`config.mk`:
```
export PLATFORM = sky130hd
export DESIGN_NAME = modbus_rtu_master_transaction_unit
export DESIGN_NICKNAME = d
export VERILOG_FILES = /design/src/rtl/core/mrtu_pkg.sv /design/src/rtl/core/mrtu_crc_unit.sv /design/src/rtl/core/mrtu_reply_ram.sv /design/src/rtl/core/modbus_rtu_master_transaction_unit.sv
export SDC_FILE = /design/constraint.sdc
export NUM_CORES = 1
export LEC_CHECK = 0
export ABC_AREA = 1
export BUFFER_PORTS_ARGS = -buffer_cell sky130_fd_sc_hd__buf_2
export CORE_MARGIN = 3
export CORE_UTILIZATION = 45
export DETAILED_ROUTE_END_ITERATION = 8
export GPL_ROUTABILITY_DRIVEN = 0
export PLACE_DENSITY = 0.6
export SYNTH_ARGS = -nofsm -noshare
export SYNTH_HDL_FRONTEND = slang
export SYNTH_SLANG_ARGS = --single-unit
export TNS_END_PERCENT = 100
```
`constraint.sdc`:
```
create_clock -name clock -period 4.92 [get_ports clock]
set_input_delay 0.984 -clock clock [delete_from_list [all_inputs] [get_ports clock]]
set_output_delay 0.984 -clock clock [all_outputs]
set_load 0.02 [all_outputs]
```
`src/rtl/core/mrtu_pkg.sv`:
```
// Shared types and constants for the Modbus RTU master transaction unit.
// Used by the CRC unit and the top level; no dependencies.
package mrtu_pkg;

   localparam logic [15:0] CRC_INIT      = 16'hFFFF;
   localparam logic [15:0] CRC_POLY      = 16'hA001;
   localparam logic [7:0]  FUNC_WRITE    = 8'h06;
   localparam logic [7:0]  FUNC_READ     = 8'h03;
   localparam logic [7:0]  DEVICE_RESET  = 8'd1;
   localparam logic [15:0] TIMEOUT_RESET = 16'd1000;

   typedef enum logic [0:0] {
      REG_DEVICE_ADDRESS = 1'b0,
      REG_TIMEOUT_TICKS  = 1'b1
   } reg_index_type;

   typedef enum logic [1:0] {
      OP_WRITE = 2'd0,
      OP_READ  = 2'd1,
      OP_BYTE  = 2'd2,
      OP_TICK  = 2'd3
   } opcode_type;

   typedef enum logic [1:0] {
      KIND_TX     = 2'd0,
      KIND_READ   = 2'd1,
      KIND_STATUS = 2'd2
   } kind_type;

   typedef enum logic [2:0] {
      ST_OK          = 3'd0,
      ST_CRC_BAD     = 3'd1,
      ST_NO_REPLY    = 3'd2,
      ST_SHORT_REPLY = 3'd3,
      ST_WRONG_DEV   = 3'd4,
      ST_ECHO_BAD    = 3'd5
   } status_type;

   typedef enum logic [3:0] {
      S_IDLE,
      S_REQ_CRC,
      S_REQ_WAIT,
      S_TX,
      S_RX_CRC,
      S_EVAL,
      S_RD_HI,
      S_RD_LO,
      S_RD_EMIT,
      S_STATUS
   } state_type;

   typedef struct packed {
      logic       init;
      logic       load;
      logic [7:0] data;
   } crc_ctl_type;

   typedef struct packed {
      logic        busy;
      logic [15:0] value;
   } crc_stat_type;

endpackage

```
`src/rtl/core/mrtu_crc_unit.sv`:
```
// Bit-serial CRC-16/Modbus engine, one polynomial step per cycle, eight per byte.
// Depends on mrtu_pkg.
module mrtu_crc_unit (
   input  logic                  clock,
   input  logic                  reset,
   input  mrtu_pkg::crc_ctl_type ctl,
   output mrtu_pkg::crc_stat_type stat
);

   logic [15:0] crc_ff, crc_in;
   logic [2:0]  steps_ff, steps_in;
   logic        busy_ff, busy_in;

   function automatic logic [15:0] crc_shift(input logic [15:0] v);
      logic [15:0] r;
      r = {1'b0, v[15:1]};
      if (v[0]) begin
         r = r ^ mrtu_pkg::CRC_POLY;
      end
      return r;
   endfunction

   always_comb begin
      crc_in   = crc_ff;
      steps_in = steps_ff;
      busy_in  = busy_ff;
      priority if (ctl.init) begin
         crc_in   = mrtu_pkg::CRC_INIT;
         steps_in = 3'd0;
         busy_in  = 1'b0;
      end else if (ctl.load) begin
         crc_in   = crc_shift(crc_ff ^ {8'h00, ctl.data});
         steps_in = 3'd7;
         busy_in  = 1'b1;
      end else if (busy_ff) begin
         crc_in   = crc_shift(crc_ff);
         steps_in = steps_ff - 3'd1;
         busy_in  = (steps_ff != 3'd1);
      end
   end

   always_ff @(posedge clock) begin
      if (reset) begin
         crc_ff   <= mrtu_pkg::CRC_INIT;
         steps_ff <= 3'd0;
         busy_ff  <= 1'b0;
      end else begin
         crc_ff   <= crc_in;
         steps_ff <= steps_in;
         busy_ff  <= busy_in;
      end
   end

   assign stat.busy  = busy_ff;
   assign stat.value = crc_ff;

endmodule

```
`src/rtl/core/mrtu_reply_ram.sv`:
```
// Reply byte store: one write port, one registered read port.
// No dependencies.
module mrtu_reply_ram #(
   parameter int DEPTH  = 69,
   parameter int ADDR_W = $clog2(DEPTH)
) (
   input  logic              clock,
   input  logic              wr_en,
   input  logic [ADDR_W-1:0] wr_addr,
   input  logic [7:0]        wr_data,
   input  logic              rd_en,
   input  logic [ADDR_W-1:0] rd_addr,
   output logic [7:0]        rd_data_ff
);

   logic [7:0] mem_ff [DEPTH];

   always_ff @(posedge clock) begin
      if (wr_en) begin
         mem_ff[wr_addr] <= wr_data;
      end
   end

   always_ff @(posedge clock) begin
      if (rd_en) begin
         rd_data_ff <= mem_ff[rd_addr];
      end
   end

endmodule

```
`src/rtl/core/modbus_rtu_master_transaction_unit.sv`:
```
// Modbus RTU master transaction unit: request framing, reply capture and checking.
// Depends on mrtu_pkg, mrtu_crc_unit and mrtu_reply_ram.
//
// One beat in at a time, ready only while the sequencer is idle. A write or read
// request runs its six header bytes through the shared bit-serial CRC engine one
// byte after another, then emits eight transmit beats, one per cycle while the
// output register drains. A received byte is stored and, when it is covered by the
// CRC, run through the CRC engine before the next beat is taken; a tick counts
// towards the timeout. A read reply that passes its checks is unloaded word by
// word from the reply store's single read port, then one status beat closes the run.
module modbus_rtu_master_transaction_unit #(
   parameter int MAX_READ_REGS = 32
) (
   input  logic        clock,
   input  logic        reset,
   input  logic        req_valid,
   output logic        req_ready,
   input  logic [1:0]  req_opcode,
   input  logic [15:0] req_register_address,
   input  logic [15:0] req_write_value,
   input  logic [5:0]  req_register_count,
   input  logic [7:0]  req_rx_byte,
   output logic        rsp_valid,
   input  logic        rsp_ready,
   output logic [1:0]  rsp_result_kind,
   output logic [7:0]  rsp_tx_byte,
   output logic [15:0] rsp_read_word,
   output logic [2:0]  rsp_status,
   output logic        rsp_last,
   input  logic        psel,
   input  logic        penable,
   input  logic        pwrite,
   input  logic [2:0]  paddr,
   input  logic [31:0] pwdata,
   output logic [31:0] prdata,
   output logic        pready
);

   localparam int DEPTH   = 5 + 2 * MAX_READ_REGS;
   localparam int ADDR_W  = $clog2(DEPTH);
   localparam int LEN_MAX = (DEPTH > 8) ? DEPTH : 8;
   localparam int CNT_W   = $clog2(LEN_MAX + 1);
   localparam int RCNT_W  = $clog2(MAX_READ_REGS + 1);

   // configuration registers
   logic [7:0]  dev_addr_ff;
   logic [15:0] timeout_ff;
   logic        csr_wr;

   assign pready = 1'b1;
   assign csr_wr = psel && penable && pwrite;

   always_ff @(posedge clock) begin
      if (reset) begin
         dev_addr_ff <= mrtu_pkg::DEVICE_RESET;
         timeout_ff  <= mrtu_pkg::TIMEOUT_RESET;
      end else if (csr_wr) begin
         unique case (mrtu_pkg::reg_index_type'(paddr[2]))
            mrtu_pkg::REG_DEVICE_ADDRESS: dev_addr_ff <= pwdata[7:0];
            mrtu_pkg::REG_TIMEOUT_TICKS:  timeout_ff  <= pwdata[15:0];
            default: ;
         endcase
      end
   end

   always_comb begin
      unique case (mrtu_pkg::reg_index_type'(paddr[2]))
         mrtu_pkg::REG_DEVICE_ADDRESS: prdata = {24'h0, dev_addr_ff};
         mrtu_pkg::REG_TIMEOUT_TICKS:  prdata = {16'h0, timeout_ff};
         default:                      prdata = 32'h0;
      endcase
   end

   // sequencer and datapath state
   mrtu_pkg::state_type state_ff, state_in;

   logic [7:0]        req_byte_ff [8];
   logic [7:0]        req_byte_in [8];
   logic [2:0]        idx_ff, idx_in;
   logic [2:0]        req_rd_idx;
   logic [7:0]        req_rd_byte;
   logic [RCNT_W-1:0] word_idx_ff, word_idx_in;
   logic [RCNT_W-1:0] rcnt_ff, rcnt_in;
   logic [CNT_W-1:0]  count_ff, count_in;
   logic [CNT_W-1:0]  len_ff, len_in;
   logic              is_write_ff, is_write_in;
   logic              waiting_ff, waiting_in;
   logic [15:0]       wait_ff, wait_in;
   logic [7:0]        addr_byte_ff, addr_byte_in;
   logic [7:0]        crc_lo_ff, crc_lo_in;
   logic [7:0]        crc_hi_ff, crc_hi_in;
   logic              echo_bad_ff, echo_bad_in;
   logic [7:0]        hi_ff, hi_in;
   mrtu_pkg::status_type status_ff, status_in;

   logic              rsp_valid_ff, rsp_valid_in;
   mrtu_pkg::kind_type rsp_kind_ff, rsp_kind_in;
   logic [7:0]        rsp_tx_ff, rsp_tx_in;
   logic [15:0]       rsp_word_ff, rsp_word_in;
   mrtu_pkg::status_type rsp_status_ff, rsp_status_in;
   logic              rsp_last_ff, rsp_last_in;
   logic              out_ok;

   mrtu_pkg::crc_ctl_type  crc_ctl;
   mrtu_pkg::crc_stat_type crc_stat;

   logic              mem_wr_en, mem_rd_en;
   logic [ADDR_W-1:0] mem_rd_addr;
   logic [7:0]        mem_rd_data;

   mrtu_pkg::opcode_type op;
   logic              accept;
   logic              op_is_write;
   logic [RCNT_W-1:0] cnt_clamped;
   logic              byte_take;
   logic [CNT_W-1:0]  count_plus1;
   logic              rx_crc_needed;
   logic              rx_complete;
   logic [15:0]       wait_next;
   logic              tick_expire;
   logic              crc_match;
   mrtu_pkg::status_type eval_status;
   logic              last_word;
   logic [ADDR_W-1:0] word_base;

   assign op          = mrtu_pkg::opcode_type'(req_opcode);
   assign req_ready   = (state_ff == mrtu_pkg::S_IDLE);
   assign accept      = req_valid && req_ready;
   assign op_is_write = (op == mrtu_pkg::OP_WRITE);
   assign out_ok      = !rsp_valid_ff || rsp_ready;

   always_comb begin
      if (req_register_count == 6'd0) begin
         cnt_clamped = RCNT_W'(1);
      end else if ({1'b0, req_register_count} > 7'(MAX_READ_REGS)) begin
         cnt_clamped = RCNT_W'(MAX_READ_REGS);
      end else begin
         cnt_clamped = RCNT_W'(req_register_count);
      end
   end

   assign byte_take     = (count_ff < len_ff) && (count_ff < CNT_W'(DEPTH));
   assign count_plus1   = count_ff + CNT_W'(1);
   assign rx_crc_needed = ({1'b0, count_ff} + (CNT_W + 1)'(2)) < {1'b0, len_ff};
   assign rx_complete   = (count_plus1 == len_ff);
   assign wait_next     = wait_ff + 16'd1;
   assign tick_expire   = (wait_next >= timeout_ff);
   assign crc_match     = (crc_lo_ff == crc_stat.value[7:0]) &&
                          (crc_hi_ff == crc_stat.value[15:8]);
   assign last_word     = ((word_idx_ff + RCNT_W'(1)) == rcnt_ff);
   assign word_base     = ADDR_W'(3) + ADDR_W'({word_idx_ff, 1'b0});
   assign req_rd_byte   = req_byte_ff[req_rd_idx];

   always_comb begin
      priority if (!crc_match) begin
         eval_status = mrtu_pkg::ST_CRC_BAD;
      end else if (addr_byte_ff != dev_addr_ff) begin
         eval_status = mrtu_pkg::ST_WRONG_DEV;
      end else if (is_write_ff && echo_bad_ff) begin
         eval_status = mrtu_pkg::ST_ECHO_BAD;
      end else begin
         eval_status = mrtu_pkg::ST_OK;
      end
   end

   // next state
   always_comb begin
      state_in = state_ff;
      unique case (state_ff)
         mrtu_pkg::S_IDLE: begin
            if (accept) begin
               unique case (op)
                  mrtu_pkg::OP_WRITE, mrtu_pkg::OP_READ: begin
                     if (!waiting_ff) state_in = mrtu_pkg::S_REQ_CRC;
                  end
                  mrtu_pkg::OP_BYTE: begin
                     if (waiting_ff && byte_take) begin
                        priority if (rx_complete) state_in = mrtu_pkg::S_EVAL;
                        else if (rx_crc_needed) state_in = mrtu_pkg::S_RX_CRC;
                     end
                  end
                  mrtu_pkg::OP_TICK: begin
                     if (waiting_ff && tick_expire) state_in = mrtu_pkg::S_STATUS;
                  end
                  default: ;
               endcase
            end
         end
         mrtu_pkg::S_REQ_CRC: state_in = mrtu_pkg::S_REQ_WAIT;
         mrtu_pkg::S_REQ_WAIT: begin
            if (!crc_stat.busy && idx_ff == 3'd5) state_in = mrtu_pkg::S_TX;
         end
         mrtu_pkg::S_TX: begin
            if (out_ok && idx_ff == 3'd7) state_in = mrtu_pkg::S_IDLE;
         end
         mrtu_pkg::S_RX_CRC: begin
            if (!crc_stat.busy) state_in = mrtu_pkg::S_IDLE;
         end
         mrtu_pkg::S_EVAL: begin
            if (eval_status != mrtu_pkg::ST_OK || is_write_ff) begin
               state_in = mrtu_pkg::S_STATUS;
            end else begin
               state_in = mrtu_pkg::S_RD_HI;
            end
         end
         mrtu_pkg::S_RD_HI: state_in = mrtu_pkg::S_RD_LO;
         mrtu_pkg::S_RD_LO: state_in = mrtu_pkg::S_RD_EMIT;
         mrtu_pkg::S_RD_EMIT: begin
            if (out_ok) state_in = last_word ? mrtu_pkg::S_STATUS : mrtu_pkg::S_RD_HI;
         end
         mrtu_pkg::S_STATUS: begin
            if (out_ok) state_in = mrtu_pkg::S_IDLE;
         end
         default: state_in = mrtu_pkg::S_IDLE;
      endcase
   end

   // outputs and datapath
   always_comb begin
      req_byte_in   = req_byte_ff;
      idx_in        = idx_ff;
      word_idx_in   = word_idx_ff;
      rcnt_in       = rcnt_ff;
      count_in      = count_ff;
      len_in        = len_ff;
      is_write_in   = is_write_ff;
      waiting_in    = waiting_ff;
      wait_in       = wait_ff;
      addr_byte_in  = addr_byte_ff;
      crc_lo_in     = crc_lo_ff;
      crc_hi_in     = crc_hi_ff;
      echo_bad_in   = echo_bad_ff;
      hi_in         = hi_ff;
      status_in     = status_ff;
      rsp_valid_in  = rsp_valid_ff && !rsp_ready;
      rsp_kind_in   = rsp_kind_ff;
      rsp_tx_in     = rsp_tx_ff;
      rsp_word_in   = rsp_word_ff;
      rsp_status_in = rsp_status_ff;
      rsp_last_in   = rsp_last_ff;
      crc_ctl       = '0;
      mem_wr_en     = 1'b0;
      mem_rd_en     = 1'b0;
      mem_rd_addr   = word_base;
      req_rd_idx    = idx_ff;

      unique case (state_ff)
         mrtu_pkg::S_IDLE: begin
            req_rd_idx = count_ff[2:0];
            if (accept) begin
               unique case (op)
                  mrtu_pkg::OP_WRITE, mrtu_pkg::OP_READ: begin
                     if (!waiting_ff) begin
                        req_byte_in[0] = dev_addr_ff;
                        req_byte_in[1] = op_is_write ? mrtu_pkg::FUNC_WRITE
                                                     : mrtu_pkg::FUNC_READ;
                        req_byte_in[2] = req_register_address[15:8];
                        req_byte_in[3] = req_register_address[7:0];
                        req_byte_in[4] = op_is_write ? req_write_value[15:8] : 8'h00;
                        req_byte_in[5] = op_is_write ? req_write_value[7:0]
                                                     : 8'(cnt_clamped);
                        is_write_in = op_is_write;
                        rcnt_in     = cnt_clamped;
                        len_in      = op_is_write ? CNT_W'(8)
                                    : CNT_W'(5) + CNT_W'({cnt_clamped, 1'b0});
                        idx_in      = 3'd0;
                        echo_bad_in = 1'b0;
                        crc_ctl.init = 1'b1;
                     end
                  end
                  mrtu_pkg::OP_BYTE: begin
                     if (waiting_ff && byte_take) begin
                        mem_wr_en = 1'b1;
                        count_in  = count_plus1;
                        if (count_ff == '0) addr_byte_in = req_rx_byte;
                        if (is_write_ff && req_rx_byte != req_rd_byte) echo_bad_in = 1'b1;
                        if (rx_crc_needed) begin
                           crc_ctl.load = 1'b1;
                           crc_ctl.data = req_rx_byte;
                        end
                        if (count_plus1 + CNT_W'(1) == len_ff) crc_lo_in = req_rx_byte;
                        if (rx_complete) crc_hi_in = req_rx_byte;
                     end
                  end
                  mrtu_pkg::OP_TICK: begin
                     if (waiting_ff) begin
                        wait_in = wait_next;
                        if (tick_expire) begin
                           status_in = (count_ff == '0) ? mrtu_pkg::ST_NO_REPLY
                                                        : mrtu_pkg::ST_SHORT_REPLY;
                        end
                     end
                  end
                  default: ;
               endcase
            end
         end
         mrtu_pkg::S_REQ_CRC: begin
            crc_ctl.load = 1'b1;
            crc_ctl.data = req_rd_byte;
         end
         mrtu_pkg::S_REQ_WAIT: begin
            req_rd_idx = idx_ff + 3'd1;
            if (!crc_stat.busy) begin
               if (idx_ff == 3'd5) begin
                  req_byte_in[6] = crc_stat.value[7:0];
                  req_byte_in[7] = crc_stat.value[15:8];
                  idx_in = 3'd0;
               end else begin
                  crc_ctl.load = 1'b1;
                  crc_ctl.data = req_rd_byte;
                  idx_in = idx_ff + 3'd1;
               end
            end
         end
         mrtu_pkg::S_TX: begin
            if (out_ok) begin
               rsp_valid_in  = 1'b1;
               rsp_kind_in   = mrtu_pkg::KIND_TX;
               rsp_tx_in     = req_rd_byte;
               rsp_word_in   = 16'h0;
               rsp_status_in = mrtu_pkg::ST_OK;
               rsp_last_in   = (idx_ff == 3'd7);
               idx_in        = idx_ff + 3'd1;
               if (idx_ff == 3'd7) begin
                  waiting_in   = 1'b1;
                  count_in     = '0;
                  wait_in      = 16'h0;
                  crc_ctl.init = 1'b1;
               end
            end
         end
         mrtu_pkg::S_RX_CRC: ;
         mrtu_pkg::S_EVAL: begin
            status_in   = eval_status;
            word_idx_in = '0;
         end
         mrtu_pkg::S_RD_HI: begin
            mem_rd_en = 1'b1;
         end
         mrtu_pkg::S_RD_LO: begin
            mem_rd_en   = 1'b1;
            mem_rd_addr = word_base + ADDR_W'(1);
            hi_in       = mem_rd_data;
         end
         mrtu_pkg::S_RD_EMIT: begin
            if (out_ok) begin
               rsp_valid_in  = 1'b1;
               rsp_kind_in   = mrtu_pkg::KIND_READ;
               rsp_tx_in     = 8'h0;
               rsp_word_in   = {hi_ff, mem_rd_data};
               rsp_status_in = mrtu_pkg::ST_OK;
               rsp_last_in   = 1'b0;
               word_idx_in   = word_idx_ff + RCNT_W'(1);
            end
         end
         mrtu_pkg::S_STATUS: begin
            if (out_ok) begin
               rsp_valid_in  = 1'b1;
               rsp_kind_in   = mrtu_pkg::KIND_STATUS;
               rsp_tx_in     = 8'h0;
               rsp_word_in   = 16'h0;
               rsp_status_in = status_ff;
               rsp_last_in   = 1'b1;
               waiting_in    = 1'b0;
            end
         end
         default: ;
      endcase
   end

   always_ff @(posedge clock) begin
      if (reset) begin
         state_ff     <= mrtu_pkg::S_IDLE;
         waiting_ff   <= 1'b0;
         is_write_ff  <= 1'b0;
         count_ff     <= '0;
         len_ff       <= '0;
         wait_ff      <= 16'h0;
         rsp_valid_ff <= 1'b0;
      end else begin
         state_ff     <= state_in;
         waiting_ff   <= waiting_in;
         is_write_ff  <= is_write_in;
         count_ff     <= count_in;
         len_ff       <= len_in;
         wait_ff      <= wait_in;
         rsp_valid_ff <= rsp_valid_in;
      end
   end

   always_ff @(posedge clock) begin
      req_byte_ff   <= req_byte_in;
      idx_ff        <= idx_in;
      word_idx_ff   <= word_idx_in;
      rcnt_ff       <= rcnt_in;
      addr_byte_ff  <= addr_byte_in;
      crc_lo_ff     <= crc_lo_in;
      crc_hi_ff     <= crc_hi_in;
      echo_bad_ff   <= echo_bad_in;
      hi_ff         <= hi_in;
      status_ff     <= status_in;
      rsp_kind_ff   <= rsp_kind_in;
      rsp_tx_ff     <= rsp_tx_in;
      rsp_word_ff   <= rsp_word_in;
      rsp_status_ff <= rsp_status_in;
      rsp_last_ff   <= rsp_last_in;
   end

   mrtu_crc_unit u_crc (
      .clock (clock),
      .reset (reset),
      .ctl   (crc_ctl),
      .stat  (crc_stat)
   );

   mrtu_reply_ram #(
      .DEPTH  (DEPTH),
      .ADDR_W (ADDR_W)
   ) u_reply_ram (
      .clock      (clock),
      .wr_en      (mem_wr_en),
      .wr_addr    (count_ff[ADDR_W-1:0]),
      .wr_data    (req_rx_byte),
      .rd_en      (mem_rd_en),
      .rd_addr    (mem_rd_addr),
      .rd_data_ff (mem_rd_data)
   );

   assign rsp_valid       = rsp_valid_ff;
   assign rsp_result_kind = rsp_kind_ff;
   assign rsp_tx_byte     = rsp_tx_ff;
   assign rsp_read_word   = rsp_word_ff;
   assign rsp_status      = rsp_status_ff;
   assign rsp_last        = rsp_last_ff;

`ifndef ASSERT_OFF
   a_idle_crc_quiet: assert property (@(posedge clock) disable iff (reset)
      req_ready |-> !crc_stat.busy)
      else $error("CRC engine busy while accepting beats");

   a_eval_waiting: assert property (@(posedge clock) disable iff (reset)
      (state_ff == mrtu_pkg::S_EVAL) |-> waiting_ff)
      else $error("reply evaluated with no transaction open");

   a_count_bound: assert property (@(posedge clock) disable iff (reset)
      (state_ff == mrtu_pkg::S_IDLE && waiting_ff) |-> (count_ff < len_ff))
      else $error("reply count reached expected length while idle");

   a_word_not_last: assert property (@(posedge clock) disable iff (reset)
      (rsp_valid_ff && rsp_last_ff) |-> (rsp_kind_ff != mrtu_pkg::KIND_READ))
      else $error("read data beat flagged as last");
`endif

endmodule

```
==> impl_metrics.json, run 1 <==
{
  "fin_skew_ns": 0.0487,
  "dr.pass1.iters": 6,
  "cts_max_path_buffers": 3,
  "synth_top_cell_area_share_pct": 63.0,
  "startpoint_type": "flip-flop",
  "fmaxAchievable_ghz": 0.248,
  "synth_ff_type": "edfxtp_1",
  "die_w_um": 278,
  "rows": 99,
  "busiest_layer": "met2",
  "syn_area_sq_um": 33300,
  "synth_edf_count": 699,
  "routedWlPerCell_um": 22.4,
  "hold_viol": 0,
  "port_buffers": 119,
  "p_int_w": 0.0129,
  "start_util_pct": 45.5,
  "cts_made_buffers": 82,
  "cts-resized-gates": 0,
  "p_per_area_nw_per_um2": 525,
  "fillCellCount": 6314,
  "avgSynthCellArea_sq_um": 11.5,
  "grt.total_usage_pct": 23.2,
  "maxCapViolCount": 0,
  "ys_warn_count": 0,
  "run_status": "complete, no violations",
  "crit_path_top_delay_cell": "inv_2",
  "instances_no_fill": 4066,
  "hpwl_mm": 58.2,
  "dieArea_sq_um": 77400,
  "vias": 22900,
  "cp-end-kind": "flip-flop",
  "tightestPinTransition_ns": 1.22,
  "crit_fanout": 31,
  "combPwrFrac_pct": 28.3,
  "cp.buffers_inverters": 2,
  "p_leak_nw": 14.1,
  "clockPowerShare_pct": 32.1,
  "cts_num_sinks": 780,
  "setup_viol": 0,
  "drc": 0,
  "drv_slew": 0,
  "use_met1_pct": 31.4,
  "cp_top_family": "simple AND/OR/NAND/NOR gates",
  "ios": 155,
  "fin_hold_ws_ns": 0.439,
  "p_sw_share_pct": 35.0,
  "cts_root_buf": "clkbuf_16",
  "detail-route-antenna-nets": 0,
  "cts_hold_buf": 0,
  "post_cts_buffers": 0,
  "synth_cell_type_count": 58,
  "viasPerCell": 5.64,
  "drive_gt1_share_pct": 11.9,
  "grt_pass1_vias": 22400,
  "switchingPower_w": 0.00697,
  "antenna_found_initial": 3,
  "post-route-util_pct": 51.8,
  "ys_seq_elements": 780,
  "critPathMostFrequentCell": "nand2_1",
  "worst-setup-path-type": "reg2reg",
  "die_h_um": 278,
  "power_frac_seq_pct": 39.6,
  "critical_path_required_ns": 5.44,
  "cts_tree": "done",
  "synthToLayoutAreaGrowth_pct": 13.8,
  "min_path_type": "reg2reg",
  "fp.coreArea_sq_um": 73200,
  "arrival_ns": 4.55,
  "use_met2_pct": 38.3,
  "crit_chain": "nand2_4, nor2_8, nand2_4, inv_2, buf_4, nand2_1, o2111ai_1, nand3_1, nand3_1, nand3_1, nand2_1, nand2_1, nand2_1",
  "synth_top_cell_by_area": "edfxtp_1",
  "period_share_pct": 81.9,
  "wirelength_mm": 90.9,
  "rsz0062_at_grt": "no",
  "clk_latency_ns": 0.65,
  "grt_pass1_wl_mm": 137,
  "cts_max_level": 3,
  "yosysSeqAreaShare_pct": 67.8,
  "fin_nets": 3172,
  "final.min_clock_period_ns": 4.03,
  "drtIter0Drc": 2584,
  "ir_drop_uv": 373,
  "grt_start_max_net_pins": 108,
  "timing.setup.tns_ns": 0,
  "syn_inst": 2890,
  "synth.area.top_cells": "edfxtp_1, nand2_1, dfxtp_1",
  "gr-usage-met3_pct": 3.70,
  "slowest_delay_ns": 0.60,
  "async_reset_ff_share_pct": 0,
  "slew_headroom_pct": 17.9,
  "dpl.cell_count": 3912,
  "grt-ovfl-total": 0,
  "clk_pin_slew_ns": 0.06
}
registers in the layout, indices dropped and copies added, names as in the netlist, 4 cells and up:
signal                  flops
req_byte_ff                58
count_ff                    7
u_crc.crc_ff               16
len_ff                      7
rsp_tx_byte                 8
crc_hi_ff                   8
u_reply_ram.rd_data_ff      8
rsp_read_word              16
crc_lo_ff                   8
u_reply_ram.mem_ff        552
dev_addr_ff                 8
hi_ff                       8
word_idx_ff                 6
wait_ff                    16
rcnt_ff                     6
state_ff                    4
timeout_ff                 16
addr_byte_ff                8
cells in the mapped netlist, drive strengths merged (5+ instances only):
library cell / instances
dfxtp: 81
o21ai: 123
a221oi: 5
buf: 86
nand3b: 16
edfxtp: 699
or2: 7
o221ai: 6
nor4: 6
nand4: 16
o2111ai: 56
o31ai: 9
xor2: 47
a22oi: 92
clkbuf: 65
xnor2: 11
nand2: 597
o22ai: 7
ha: 45
nor2: 243
nor3: 22
o211ai: 44
a31oi: 14
inv: 215
a21oi: 119
nand3: 235
a211oi: 6
cells in the final DEF, fill, tap and decap left out, types with 5 or more instances in the layout:
cell type,count
a211oi_1,6
a21oi_1,118
a221oi_1,5
a22oi_1,92
a31oi_1,13
buf_2,119
buf_4,76
bufinv_16,11
clkbuf_1,12
clkbuf_16,83
clkinv_1,19
clkinv_2,17
conb_1,17
dfxtp_1,81
edfxtp_1,699
ha_1,45
inv_1,203
inv_2,11
nand2_1,587
nand2_2,7
nand3_1,232
nand3b_1,16
nand4_1,16
nor2_1,238
nor3_1,20
nor4_1,5
o2111ai_1,56
o211ai_1,44
o21ai_0,118
o221ai_1,6
o22ai_1,7
o31ai_1,9
or2_2,6
xnor2_1,11
xor2_1,43
per-layer routing:
metal | share of wire (%) | vias to the layer above
li1 | - | 10600
met1 | 41 | 11200
met2 | 48 | 924
met3 | 7.3 | 169
met4 | 3.5 | 0
met5 | 0 | -
kinds of logic (layout without fill, tap and decap cells):
group | after synthesis | after routing | share of synthesized area (%)
AND/OR/NAND/NOR | 1146 | 1146 | 14.6
flip-flops | 780 | 780 | 67.8
AO/OA/AOI/OAI | 492 | 492 | 9.51
buffers and inverters | 367 | 568 | 4.70
XOR/XNOR | 58 | 58 | 1.63
adder cells (fa/ha/maj) | 45 | 45 | 1.69
other | 2 | 18 | 0.0225
stage by stage:
step,area [sq um],setup slack (ns),power [W]
floorplan,33400,0.505,0.0117
global placement,35100,0.932,0.0134
detailed placement,35100,0.909,0.0135
CTS,37900,0.915,0.0199
global route,37900,0.641,0.0208
finish,37900,0.891,0.0199
worst paths after layout:
| check | start | depth (start not counted) | slack [ns] | endpoint |
|---|---|---|---|---|
| worst min-delay path | u_crc.crc_ff[11] | 0 | 0.44 | req_byte_ff[3] |
| worst max register to register | state_ff[1] | 13 | 0.89 | u_reply_ram.rd_data_ff[5] |
| worst max-delay path | state_ff[1] | 13 | 0.89 | u_reply_ram.rd_data_ff[5] |
| worst min register to register | u_crc.crc_ff[11] | 0 | 0.44 | req_byte_ff[3] |
area by class of cell:
cell class / instances / area, sq um / share of cell area, %
flip-flops and latches: 780 / 22600 / 59.6
diodes: 1 / 2.50 / 0.00660
inverters: 216 / 813 / 2.14
clock buffers: 99 / 2180 / 5.74
repair buffers: 199 / 1250 / 3.29
well taps: 959 / 1200 / 3.16
clock inverters: 54 / 612 / 1.61
multi-input cells: 1758 / 9260 / 24.4
power by group through the flow:
stage / sequential [W] / clock, W / combinational [W]
floorplan: 0.00802 / 0 / 0.00367
global placement: 0.00800 / 0 / 0.00544
detailed placement: 0.00801 / 0 / 0.00552
CTS: 0.00787 / 0.00647 / 0.00555
global route: 0.00790 / 0.00674 / 0.00614
finish: 0.00788 / 0.00640 / 0.00563
Power figures use the tool's default switching activity.
==> inputs of run 2 (changes only) <==
==> constraint.sdc (replaced) <==
create_clock -name clock -period 3.9 [get_ports clock]
set_input_delay 0.78 -clock clock [delete_from_list [all_inputs] [get_ports clock]]
set_output_delay 0.78 -clock clock [all_outputs]
set_load 0.02 [all_outputs]
==> run 2 against run 1 <==
Net effect: non-clock buffer count is 60 higher; clock-buffer cell count is 5 higher; highest routed layer is now met5; clock skew is 0.020 ns lower; largest cell class unchanged.
==> impl_metrics.json, run 2 (synthesis gave the netlist of run 1 again) <==
{
  "use_met1_pct": 32.3,
  "grt_pass1_vias": 22600,
  "die_w_um": 278,
  "final_common_cell": "edfxtp_1",
  "fp.coreArea_sq_um": 73200,
  "gr-usage-met3_pct": 3.65,
  "drive_gt1_share_pct": 13.6,
  "switchingPower_w": 0.00878,
  "run_status": "complete, no violations",
  "viasPerCell": 5.60,
  "critical_path_required_ns": 4.14,
  "p_per_area_nw_per_um2": 653,
  "cts_max_level": 3,
  "clk_latency_ns": 0.64,
  "port_buffers": 119,
  "crit_path_top_delay_cell": "nor2_1",
  "p_sw_share_pct": 35.0,
  "p_int_w": 0.0163,
  "post-route-util_pct": 52.4,
  "hold_viol": 0,
  "grt-ovfl-total": 0,
  "grt_pass1_wl_mm": 138,
  "ir_drop_uv": 421,
  "grt.total_usage_pct": 23.5,
  "startpoint_type": "flip-flop",
  "crit_chain": "inv_1, ha_1, nand2_1, nand3_1, o21ai_0, and3_1, nand2_1, nor2_4, nand3_1, buf_4, nor2_1",
  "largest_register": "u_reply_ram.mem_ff",
  "grt_start_max_net_pins": 114,
  "rows": 99,
  "diodes": 0,
  "drc": 0,
  "synthToLayoutAreaGrowth_pct": 15.1,
  "final.min_clock_period_ns": 3.54,
  "antenna_found_initial": 2,
  "most-common-layout-cells": "edfxtp_1, nand2_1, nor2_1",
  "cts_root_buf": "clkbuf_16",
  "dr.pass1.iters": 5,
  "power_frac_seq_pct": 39.7,
  "fillCellCount": 6359,
  "clk_pin_slew_ns": 0.06,
  "largest_reg_flops": 552,
  "drv_slew": 0,
  "die_h_um": 278,
  "clockPowerShare_pct": 31.4,
  "period_share_pct": 90.8,
  "use_met2_pct": 37.5,
  "timing.setup.tns_ns": 0,
  "fin_nets": 3233,
  "fin_ws_ns": 0.359,
  "cp-end-kind": "flip-flop",
  "worst-setup-path-type": "reg2reg",
  "min_path_type": "in2reg",
  "fin_skew_ns": 0.0290,
  "worstHoldStart": "req_register_address[7]",
  "r2r_start": "count_ff[1]",
  "ios": 155,
  "slowest_delay_ns": 0.61,
  "arrival_ns": 3.78,
  "busiest_layer": "met2",
  "cp.buffers_inverters": 2,
  "fin_hold_ws_ns": 0.323,
  "cts_max_path_buffers": 3,
  "detail-route-antenna-nets": 0,
  "setup_viol": 0,
  "fmaxAchievable_ghz": 0.282,
  "start_util_pct": 45.5,
  "rsz0062_at_grt": "no",
  "instances_no_fill": 4123,
  "dieArea_sq_um": 77400,
  "cts_num_sinks": 780,
  "maxCapViolCount": 0,
  "reg_top3": "u_reply_ram.mem_ff (552), req_byte_ff (58)",
  "combPwrFrac_pct": 29.0,
  "crit_path_start": "count_ff[1]",
  "post_cts_buffers": 0,
  "dpl.cell_count": 3972,
  "place_ws_ns": 0.343,
  "wirelength_mm": 91.6,
  "cp_top_family": "simple AND/OR/NAND/NOR gates",
  "cts_made_buffers": 83,
  "routedWlPerCell_um": 22.2,
  "tightestPinTransition_ns": 1.33,
  "crit_fanout": 14,
  "slew_headroom_pct": 11.3,
  "drtIter0Drc": 2312,
  "hpwl_mm": 59.3,
  "cts_tree": "done",
  "vias": 23100,
  "p_leak_nw": 14.4
}
[run 2: cell count changes in the layout (fill, tap and decap cells not counted), sizes merged]
cell      previous run  this run
clkinvlp             2         5
clkbuf              99       104
buf                199       259
inv                218       220
diode                1         0
clkinv              39        30
bufinv              11         8
[run 2: stage by stage]
| stage | cell area [sq um] | power (W) |
|---|---|---|
| final | 38300 | 0.0250 |
| after global routing | 38300 | 0.0262 |
| after CTS | 38300 | 0.0251 |
| after detailed placement | 35600 | 0.0173 |
| after global placement | 35600 | 0.0171 |
| after floorplan | 33400 | 0.0148 |
[run 2: final timing paths]
| check | to | slack (ns) | cells after the start |
|---|---|---|---|
| setup / recovery | u_reply_ram.mem_ff[61][4] | 0.36 | 11 |
| hold / removal | req_byte_ff[39] | 0.32 | 1 |
| hold reg to reg | hi_ff[3] | 0.45 | 0 |
| setup reg to reg | u_reply_ram.mem_ff[61][4] | 0.36 | 11 |
[run 2: worst register-to-register path, stage by stage, from the launching register on]
cell,delay (ns)
dfxtp_1,0.55
inv_1,0.24
ha_1,0.30
nand2_1,0.10
nand3_1,0.08
o21ai_0,0.16
and3_1,0.17
nand2_1,0.21
nor2_4,0.39
nand3_1,0.12
buf_4,0.23
nor2_1,0.61
[run 2: per-layer routing]
metal	share of wire [%]	vias up
met1	42	11200
met4	4.3	2
met2	46	960
met3	7.2	195
met5	0.012	-
li1	-	10700
[run 2: final cells by class]
class | count | area [sq um] | share of cell area [%]
Clock buffer | 104 | 2220 | 5.78
Timing Repair Buffer | 259 | 1760 | 4.59
Inverter | 216 | 813 | 2.12
Tap cell | 959 | 1200 | 3.13
Sequential cell | 780 | 22600 | 59.0
Clock inverter | 47 | 478 | 1.25
Multi-Input combinational cell | 1758 | 9270 | 24.2
[run 2: timing repair]
action / in CTS / in global routing
setup endpoints to repair: 0 / 4
hold buffers: 0 / 0
gates resized for setup: 0 / 2
[run 2: power by group through the flow]
stage | Combinational, W | Sequential (W) | Clock (W)
global placement | 0.00702 | 0.0101 | 0
detailed placement | 0.00716 | 0.0101 | 0
global route | 0.00794 | 0.00998 | 0.00830
CTS | 0.00719 | 0.00994 | 0.00797
floorplan | 0.00463 | 0.0101 | 0
finish | 0.00726 | 0.00994 | 0.00785
